===== src/nnis_pkg.sv =====
// ----------------------------------------------------------------------------
// nnis_pkg: shared types and constants of the nearest-neighbor image scaler
// Item structs, opcodes, register indexes, sequencer states and divider
// request and response types.
// ----------------------------------------------------------------------------
package nnis_pkg;

  // Default sizes
  localparam int SrcMaxWidthDef  = 256;
  localparam int SrcMaxHeightDef = 256;
  localparam int DstMaxDimDef    = 4096;

  // Field widths
  localparam int COORD_W  = 12;
  localparam int PIXEL_W  = 32;
  localparam int SRC_SZ_W = 9;
  localparam int DST_SZ_W = 13;
  localparam int CFG_W    = 13;
  localparam int CFG_IDX_W = 2;

  // Width for size comparisons against parameters up to 16384
  localparam int CMP_W = 15;
  // Width for row * SRC_MAX_WIDTH + column before truncation
  localparam int ADDR_CALC_W = 26;

  // Divider: numerator = coord * src size, denominator = dst size.
  // The quotient stays below the src size, so it fits SRC_SZ_W bits.
  localparam int DIV_NUM_W = COORD_W + SRC_SZ_W;
  localparam int DIV_DEN_W = DST_SZ_W;
  localparam int DIV_QUO_W = SRC_SZ_W;
  localparam int DIV_CNT_W = $clog2(DIV_QUO_W + 1);

  localparam logic [SRC_SZ_W-1:0] SrcSizeReset = SRC_SZ_W'(256);
  localparam logic [DST_SZ_W-1:0] DstSizeReset = DST_SZ_W'(256);

  localparam logic STATUS_OK  = 1'b0;
  localparam logic STATUS_ERR = 1'b1;

  typedef enum logic {
    OP_WRITE = 1'b0,
    OP_READ  = 1'b1
  } nnis_op_e;

  typedef enum logic [CFG_IDX_W-1:0] {
    CFG_SRC_WIDTH  = 2'd0,
    CFG_SRC_HEIGHT = 2'd1,
    CFG_DST_WIDTH  = 2'd2,
    CFG_DST_HEIGHT = 2'd3
  } nnis_cfg_e;

  typedef enum logic [2:0] {
    ST_IDLE,
    ST_MUL_X,
    ST_DIV_X,
    ST_MUL_Y,
    ST_DIV_Y,
    ST_READ,
    ST_RESP
  } nnis_state_e;

  typedef struct packed {
    logic               opcode;
    logic [COORD_W-1:0] coord_x;
    logic [COORD_W-1:0] coord_y;
    logic [PIXEL_W-1:0] write_pixel;
  } nnis_in_item_t;

  typedef struct packed {
    logic [PIXEL_W-1:0] read_pixel;
    logic               status;
  } nnis_out_item_t;

  typedef struct packed {
    logic                 start;
    logic [DIV_NUM_W-1:0] num;
    logic [DIV_DEN_W-1:0] den;
  } nnis_div_req_t;

  typedef struct packed {
    logic                 done;
    logic [DIV_QUO_W-1:0] quot;
  } nnis_div_rsp_t;

endpackage


===== src/nnis_div.sv =====
// ----------------------------------------------------------------------------
// nnis_div: serial restoring divider
// One quotient bit per cycle. The numerator is known to give a quotient
// below 2**DIV_QUO_W, so the upper numerator bits seed the remainder.
// ----------------------------------------------------------------------------
module nnis_div
  import nnis_pkg::*;
(
  input  logic          clk_i,
  input  logic          rst_ni,
  input  nnis_div_req_t req_i,
  output nnis_div_rsp_t rsp_o
);

  logic                 busy_q, busy_d;
  logic                 done_q, done_d;
  logic [DIV_CNT_W-1:0] cnt_q, cnt_d;
  logic [DIV_DEN_W-1:0] den_q, den_d;
  logic [DIV_DEN_W-1:0] rem_q, rem_d;
  logic [DIV_QUO_W-1:0] quo_q, quo_d;
  logic [DIV_DEN_W:0]   trial;
  logic                 ge;

  assign trial = {rem_q, quo_q[DIV_QUO_W-1]};
  assign ge    = trial >= {1'b0, den_q};

  always_comb begin
    busy_d = busy_q;
    done_d = 1'b0;
    cnt_d  = cnt_q;
    den_d  = den_q;
    rem_d  = rem_q;
    quo_d  = quo_q;
    if (req_i.start) begin
      busy_d = 1'b1;
      cnt_d  = '0;
      den_d  = req_i.den;
      rem_d  = DIV_DEN_W'(req_i.num[DIV_NUM_W-1:DIV_QUO_W]);
      quo_d  = req_i.num[DIV_QUO_W-1:0];
    end else if (busy_q) begin
      // shift in the next numerator bit, subtract when it fits
      rem_d = ge ? DIV_DEN_W'(trial - {1'b0, den_q}) : DIV_DEN_W'(trial);
      quo_d = {quo_q[DIV_QUO_W-2:0], ge};
      cnt_d = cnt_q + DIV_CNT_W'(1);
      if (cnt_q == DIV_CNT_W'(DIV_QUO_W - 1)) begin
        busy_d = 1'b0;
        done_d = 1'b1;
      end
    end
  end

  always_ff @(posedge clk_i or negedge rst_ni) begin
    if (!rst_ni) begin
      busy_q <= 1'b0;
      done_q <= 1'b0;
      cnt_q  <= '0;
    end else begin
      busy_q <= busy_d;
      done_q <= done_d;
      cnt_q  <= cnt_d;
    end
  end

  always_ff @(posedge clk_i) begin
    den_q <= den_d;
    rem_q <= rem_d;
    quo_q <= quo_d;
  end

  assign rsp_o.done = done_q;
  assign rsp_o.quot = quo_q;

endmodule


===== config.mk =====
export PLATFORM = sky130hd
export DESIGN_NAME = nnis_div
export DESIGN_NICKNAME = d
export VERILOG_FILES = /design/src/nnis_pkg.sv /design/src/nnis_div.sv
export SDC_FILE = /design/constraint.sdc
export NUM_CORES = 1
export LEC_CHECK = 0
export BUFFER_PORTS_ARGS = -buffer_cell sky130_fd_sc_hd__buf_2
export CAP_MARGIN = 40
export CELL_PAD_IN_SITES_DETAIL_PLACEMENT = 0
export CELL_PAD_IN_SITES_GLOBAL_PLACEMENT = 1
export CORE_MARGIN = 8
export CORE_UTILIZATION = 47
export CTS_CLUSTER_DIAMETER = 30
export DETAILED_ROUTE_END_ITERATION = 6
export PLACE_DENSITY = 0.9
export SYNTH_ARGS = -nofsm -noshare
export SYNTH_HDL_FRONTEND = slang
export SYNTH_SLANG_ARGS = --single-unit
export TNS_END_PERCENT = 10

===== constraint.sdc =====
create_clock -name clk_i -period 5.7 [get_ports clk_i]
set_clock_uncertainty 0.1 [all_clocks]
set_input_delay 0.57 -clock clk_i [delete_from_list [all_inputs] [get_ports clk_i]]
set_output_delay 0.57 -clock clk_i [all_outputs]
set_load 0.005 [all_outputs]

* Word level (Yosys, flattened, before mapping)
Cells that the tools add are included.
** Word-level totals
- Input port bits :: 37
- Output and inout bits :: 10
- Logic and storage cells :: 25
- Register bits :: 41
** Cells by class
- Add/sub/neg operators :: 2
- Mux-type cells :: 13
- $lt $le $gt $ge :: 1
- Reductions and logical operators :: 1
- Equal/unequal tests :: 1
** Operators with widths (number)
- 12-bit 2-to-1 mux :: 2
- 9-bit 2-to-1 mux :: 2
- 14-bit by 13-bit >= comparator with 1-bit output :: 1
- 13-bit 2-to-1 mux :: 1
- 13-bit subtractor :: 1
- 4-bit 2-to-1 mux :: 2
- 1-bit 2-to-1 mux :: 6
- 4-bit by 1-bit adder with 4-bit output, second input constant :: 1
- 4-bit == test, second input constant :: 1
- 2-bit nonzero test :: 1

* Logic depth before layout (Yosys ltp)
Gate-level depths: netlist of the first run.
- Word-level depth :: 4
- Depth in mapped cells :: 10
- Gate-level depth less buffers :: 9

* Worst setup path after synthesis of the first run
No wires, ideal clock.
- Path kind :: reg2reg
- Start point :: register quo_q[8]
- End point :: register rem_q[11] (data pin)
- Stages on the path, launching flop included :: 11
- Path buffers :: 1
- Required time :: 5339 ps
- Setup slack :: 3118 ps
- Period minus slack after synthesis :: 2582 ps
- Arrival :: 2221 ps
- Cells stage by stage :: edfxtp_1 inv_1 ha_1 fa_1 nand2b_1 a21oi_2 o21ai_1 a21o_1 and2_4 buf_6 a221o_1
** Between the ends
- Word-level cells in the longest chain between the ends :: 4
- Elaborated cells on any way between the ends :: 5
- Those cells by class :: add/sub (1); order compare (1); mux (3)
** RTL lines
- from (decl) :: RTL line nnis_div.sv:20 : logic [DIV_QUO_W-1:0] quo_q, quo_d;
- from (signal assigned) :: RTL line nnis_div.sv:67 : quo_q <= quo_d;
- 13-bit subtractor or 14-bit by 13-bit >= comparator with 1-bit output (tied branches) :: RTL line nnis_div.sv:42, nnis_div.sv:25
- 13-bit 2-to-1 mux * :: RTL line nnis_div.sv:42 : rem_d = ge ? DIV_DEN_W'(trial - {1'b0, den_q}) : DIV_DEN_W'(trial);
- 12-bit 2-to-1 mux * :: RTL line nnis_div.sv:40 : end else if (busy_q) begin
- 12-bit 2-to-1 mux * :: RTL line nnis_div.sv:34 : if (req_i.start) begin
- net rem_d[11] :: RTL line nnis_div.sv:19 : logic [DIV_DEN_W-1:0] rem_q, rem_d;
- to (signal assigned) :: RTL line nnis_div.sv:66 : rem_q <= rem_d;
- to (decl) :: RTL line nnis_div.sv:19
Mark *: on every way through the listed nets, which the timed path passes. The rest lies on a longest branch. The select of a mux whose other input is x is not followed.
A chain may end at the register's enable or synchronous reset.

* Worst setup path in the final report of the first run
Ends and elaborated chain as after synthesis.

==> results of run 1 <==
==> logic make-up after synthesis <==
family,synth area share (%)
XOR/XNOR,4.605
adder cells (fa/ha/maj),8.401
AO/OA/AOI/OAI,14.22
AND/OR/NAND/NOR,13.66
flip-flops,48.18
multiplexers,4.858
buffers and inverters,6.073
==> layout by cell type, fill, tap and decap left out, types with 4 or more instances in the layout <==
cell type / netlist / layout
dfrtp_1: 6 / 6
nor2b_1: 5 / 5
inv_1: 23 / 23
edfxtp_1: 34 / 34
clkbuf_8: 0 / 5
a21oi_1: 7 / 7
nor2_1: 16 / 16
xor2_1: 7 / 7
nand2_1: 13 / 13
xnor2_1: 6 / 6
buf_2: 3 / 46
nand2b_1: 8 / 8
o311ai_1: 4 / 4
ha_1: 15 / 15
mux2_2: 8 / 8
nand4b_1: 6 / 6
o21ai_0: 5 / 5
o31ai_1: 4 / 4
==> Yosys cell counts (6+ instances only) <==
master	number	area share, %
edfxtp_1	34	41
inv_1	23	3.5
nor2_1	16	2.4
ha_1	15	7.6
nand2_1	13	2.0
mux2_2	8	3.6
nand2b_1	8	2.0
a21oi_1	7	1.4
clkbuf_1	7	1.1
xor2_1	7	2.5
dfrtp_1	6	6.1
nand4b_1	6	2.1
xnor2_1	6	2.1
==> repair_timing <==
action                    CTS  global route
hold buffers                1             0
hold endpoints to repair    6             0
gates resized for setup     0             0
==> power breakdown <==
part | switching, mW | internal (mW) | leakage (nW)
combinational | 0.330 | 0.253 | 0.747
clock | 0.101 | 0.0850 | 0.0450
sequential | 0.0365 | 0.411 | 0.437
==> sequential cells by signal (all words and copies together), names as in the netlist <==
name and flops:
busy_q 1, cnt_q 4, den_q 13, done_q 1
quo_q 9, rem_q 13
==> through the flow <==
stage          hold WS, ns  util, %  cells  setup WS, ns
4_1_cts             0.3353    55.49    338         2.791
6_report            0.3443    55.49    338         2.815
5_1_grt             0.3312    55.49    338         2.665
3_5_place_dp        0.2977    53.67    329         2.807
2_1_floorplan       0.1744        -    224         3.118
3_3_place_gp        0.2975    53.67    329         2.909
==> metal layers <==
metal | wire [µm] | GRT usage, %
met1 | 2349 | 17.94
met4 | 78 | 5.837
met3 | 263 | 4.085
met5 | 0 | 0
met2 | 2514 | 22.88
==> cell type report <==
type	instances	area (µm²)
repair buffers	49	255.2
clock buffers	6	72.57
multi-input cells	147	1131
well taps	70	87.58
flip-flops and latches	41	1191
inverters	23	86.33
clock inverters	2	10.01
fillers	464	2273
==> worst max-delay path, cell delays in order (launching register included) <==
cell      delay (ns)
edfxtp_1        0.37
inv_1           0.06
ha_1            0.22
fa_1            0.41
nand2b_1        0.19
a21oi_2         0.20
o21ai_1         0.13
a21o_1          0.36
and2_4          0.32
a221o_1         0.30
==> worst paths after layout <==
path,startpoint,to,slack (ns),cells after the start
worst max-delay path,quo_q[8]$_DFFE_PP_,rem_q[11]$_DFFE_PP_,2.81,9
worst min-delay path,req_i[2],den_q[2]$_DFFE_PP_,0.34,1
worst max register to register,quo_q[8]$_DFFE_PP_,rem_q[11]$_DFFE_PP_,2.81,9
worst min register to register,cnt_q[3]$_DFFE_PN0P_,cnt_q[3]$_DFFE_PN0P_,0.46,2
max in group asynchronous,rst_ni,cnt_q[2]$_DFFE_PN0P_,4.84,2
min in group asynchronous,rst_ni,cnt_q[3]$_DFFE_PN0P_,0.52,2
==> metrics.csv, run 1 <==
metric,value,unit
status,"complete, no violations",
CTS Buffer Depth,2,
Vias,1828,
post-synthesis register bit count,41,
Syn Std Cell Area,2472,µm²
Die X,88.53,µm
all-layer global routing usage,14.41,%
Required @ worst endpoint,5.65,ns
vias per inst,5.408,
DRC Markers,0,
Leak,1.229,nW
share of layout cells above drive strength 1,26.49,%
CP arrival,2.84,ns
starting DRC count in detailed routing,120,
IO Port Bufs,46,
Startpoint Class,flip-flop,
ys flop type,edfxtp_1,
Skew-Pair Late Insertion Delay,0.29,ns
Slew @ Worst Pin,0.7228,ns
Core Box Area,5107,µm²
Post-synth EDFFs,34,
worst-path fanout max,14,
number of global-route vias before repair,1925,
CTS tree,done,
DRT Wirelength,5204,µm
initial core utilization,48.41,%
initial antenna violation count,0,
NumNets Final,320,
unrepaired setup endpoints after global routing,no,
# IOs,47,
fmax,0.3466,GHz
H-tree depth,2,
placed inst area,2741,µm²
Routed Antenna Nets,0,
total power,1.216,mW
die height,88.53,µm
Post-CTS Setup Inserts,0,
post-route minimum period,2.885,ns
net count after synthesis,277,
maxcap violations,0,
Worst-path clk slew,0.08,ns
HP Class,in -> reg,
pin count of the biggest net entering global routing,40,
Setup crit end kind,flip-flop,
grt ovf,0,
sequential share of the synthesized area,48.18,%
Slew Limit Fails,0,
final-report hold violation count,0,
Synth Instances,224,
Area Overhead vs Synth,14.63,%
yosys synthesis warning count,0,
Yosys cell types,50,
hpwl dp,3782,µm
P per Cell Area,429.1,nW/µm²
Num CTS Buffers,5,
WS Path Type,reg -> reg,
Rel. slew slack,51.81,%
drt pass-1 iters,4,
Avg Inst Size Synth,11.04,µm²
ant diodes,0,
first-pass GRT wire length,8832,µm
ys async rst share,14.63,%
Finish-stage setup viols,0,
Die Area,7838,µm²
Placer Congestion,0.8555,
site row count,26,
Clock Sink Count,41,
Post-Route Setup TNS,0,ns
Clock Tree Root,clkbuf_8,
Avg WL per Cell,15.40,µm
period utilization,50.62,%
Final Cell Area,2834,µm²
maximum vdd drop,0.1803,mV
(Power assumes the default switching activity.)
==> run 2, diff against run 1 <==
CORE_UTILIZATION = 43   (was 47)
PLACE_DENSITY = 0.84   (was 0.9)
clock period = 3 ns   (was 5.7 ns; I/O delays follow)
==> metrics.csv, run 2 (synthesis results as in run 1) <==
metric,value,unit,change
status,"complete, no violations",,
fmax,0.3811,GHz,+10%
worst-path fanout max,13,,-1
Vias,1779,,-2.7%
worst-path cell chain,inv_1 > ha_1 > fa_1 > nand2b_1 > a21oi_2 > o21ai_1 > a21o_1 > buf_4 > a32oi_1 > o31ai_1,,
die height,91.83,µm,+3.7%
Worst-path clk slew,0.09,ns,about the same
Required @ worst endpoint,2.93,ns,-2.72 ns
Clk pwr share,21.7,%,+6.4 points
grt ovf,0,,unchanged
Post-Route Setup TNS,0,ns,unchanged
CP max stage delay,0.39,ns,-0.02 ns
starting DRC count in detailed routing,77,,-36%
all-layer global routing usage,12.83,%,-1.6 points
WS Path Type,reg -> reg,,
HP Class,in -> reg,,
ant diodes,0,,unchanged
vias per inst,5.202,,-3.8%
maximum vdd drop,0.4064,mV,+130%
multi-input combinational cell area,1131,µm²,unchanged
placed insts,333,,+1.2%
Worst Hold Slack,0.06313,ns,-0.2811 ns
P per Cell Area,860.9,nW/µm²,+100%
Die X,91.83,µm,+3.7%
Startpoint Class,flip-flop,,
hpwl dp,3807,µm,+0.66%
placed inst area,2759,µm²,+0.64%
final-report hold violation count,0,,unchanged
r2r startpoint,quo_q[8]$_DFFE_PP_,,
Post-CTS Setup Inserts,0,,unchanged
fin util,52.46,%,-3.0 points
CP arrival,2.56,ns,-0.28 ns
Placer Congestion,0.8268,,-3.4%
Clock Sink Count,41,,unchanged
Slew @ Worst Pin,0.5399,ns,-0.1829 ns
biggest regs,"den_q x13, rem_q x13, quo_q x9",,
Final Cell Area,2907,µm²,+2.6%
post-route minimum period,2.624,ns,-0.2613 ns
H-tree depth,2,,unchanged
most common library cell in the layout ignoring fill and taps,buf_2,,
period utilization,87.47,%,+37 points
total power,2.502,mW,+110%
Rel. slew slack,64.01,%,+12 points
Slew Limit Fails,0,,unchanged
Core Box Area,5540,µm²,+8.5%
# IOs,47,,unchanged
setup ws final,0.3760,ns,-2.439 ns
DRC Markers,0,,unchanged
drt pass-1 iters,4,,unchanged
initial core utilization,44.63,%,-3.8 points
CP max stage cell,fa_1,,
PostCTS Resize Cnt,0,,unchanged
Buf/Inv on CP,2,,+1
Hold Crit Start,req_i[0],,
most frequent cells in the layout,"buf_2, edfxtp_1, inv_1",,
Finish-stage setup viols,0,,unchanged
Setup crit end kind,flip-flop,,
Routed Antenna Nets,0,,unchanged
initial antenna violation count,0,,unchanged
Finished Layout Cells,342,,+1.2%
CTS Buffer Depth,2,,unchanged
combinational power share,44.5,%,-3.4 points
Reg area,1191,µm²,unchanged
Leak,1.262,nW,+2.7%
switching pwr,0.9017,mW,+93%
Place WS,0.3883,ns,-2.418 ns
site row count,27,,+3.8%
sw frac,36.03,%,-2.4 points
Filler cells,504,,+8.6%
pin count of the biggest net entering global routing,29,,-28%
unrepaired setup endpoints after global routing,no,,
first-pass GRT wire length,8707,µm,-1.4%
start point of the critical path,quo_q[8]$_DFFE_PP_,,
Internal,1.601,mW,+110%
Num CTS Buffers,5,,unchanged
Clock Tree Root,clkbuf_8,,
maxcap violations,0,,unchanged
DRT Wirelength,5231,µm,+0.52%
Area Overhead vs Synth,17.56,%,
CTS tree,done,,
NumNets Final,322,,+0.63%
share of power burned in registers,33.8,%,-3.0 points
Die Area,8432,µm²,+7.6%
number of global-route vias before repair,1843,,-4.3%
Skew-Pair Late Insertion Delay,0.30,ns,about the same
IO Port Bufs,46,,unchanged
Avg WL per Cell,15.30,µm,-0.66%
share of layout cells above drive strength 1,27.41,%,+0.91 points
Crit path max-delay family,compound AO/OA/AOI/OAI gates,,
run 2: area by class of cell:
class,instances,share of cell area [%]
Clock buffer,5,2.368
Clock inverter,3,2.368
Inverter,23,2.970
Sequential cell,41,40.98
Timing Repair Buffer,51,9.298
Tap cell,72,3.099
Multi-Input combinational cell,147,38.91
run 2: per-layer routing:
layer  GRT usage, %  share of wire (%)
met5              0                  0
met1          16.11                 47
met3          3.504                4.6
met4          5.235                1.3
met2          20.41                 47
run 2: power by group through the flow:
stage / registers [mW] / clock network, mW / logic [mW]
detailed placement: 0.859 / 0 / 1.11
CTS: 0.846 / 0.556 / 1.12
global route: 0.862 / 0.577 / 1.24
finish: 0.845 / 0.544 / 1.11
floorplan: 0.842 / 0 / 0.877
global placement: 0.853 / 0 / 1.09
run 2: what timing repair did:
item | CTS | global route
setup endpoints to repair | 0 | 0
hold endpoints to repair | 6 | 0
hold buffers | 1 | 0
run 2: final timing paths:
path / end / slack, ns / depth (start not counted)
max: rem_q[9]$_DFFE_PP_ / 0.38 / 10
min: den_q[0]$_DFFE_PP_ / 0.06 / 1
max reg2reg: rem_q[9]$_DFFE_PP_ / 0.38 / 10
min reg2reg: cnt_q[3]$_DFFE_PN0P_ / 0.47 / 2
max in group asynchronous: done_q$_DFF_PN0_ / 2.42 / 2
min in group asynchronous: cnt_q[1]$_DFFE_PN0P_ / 0.25 / 2
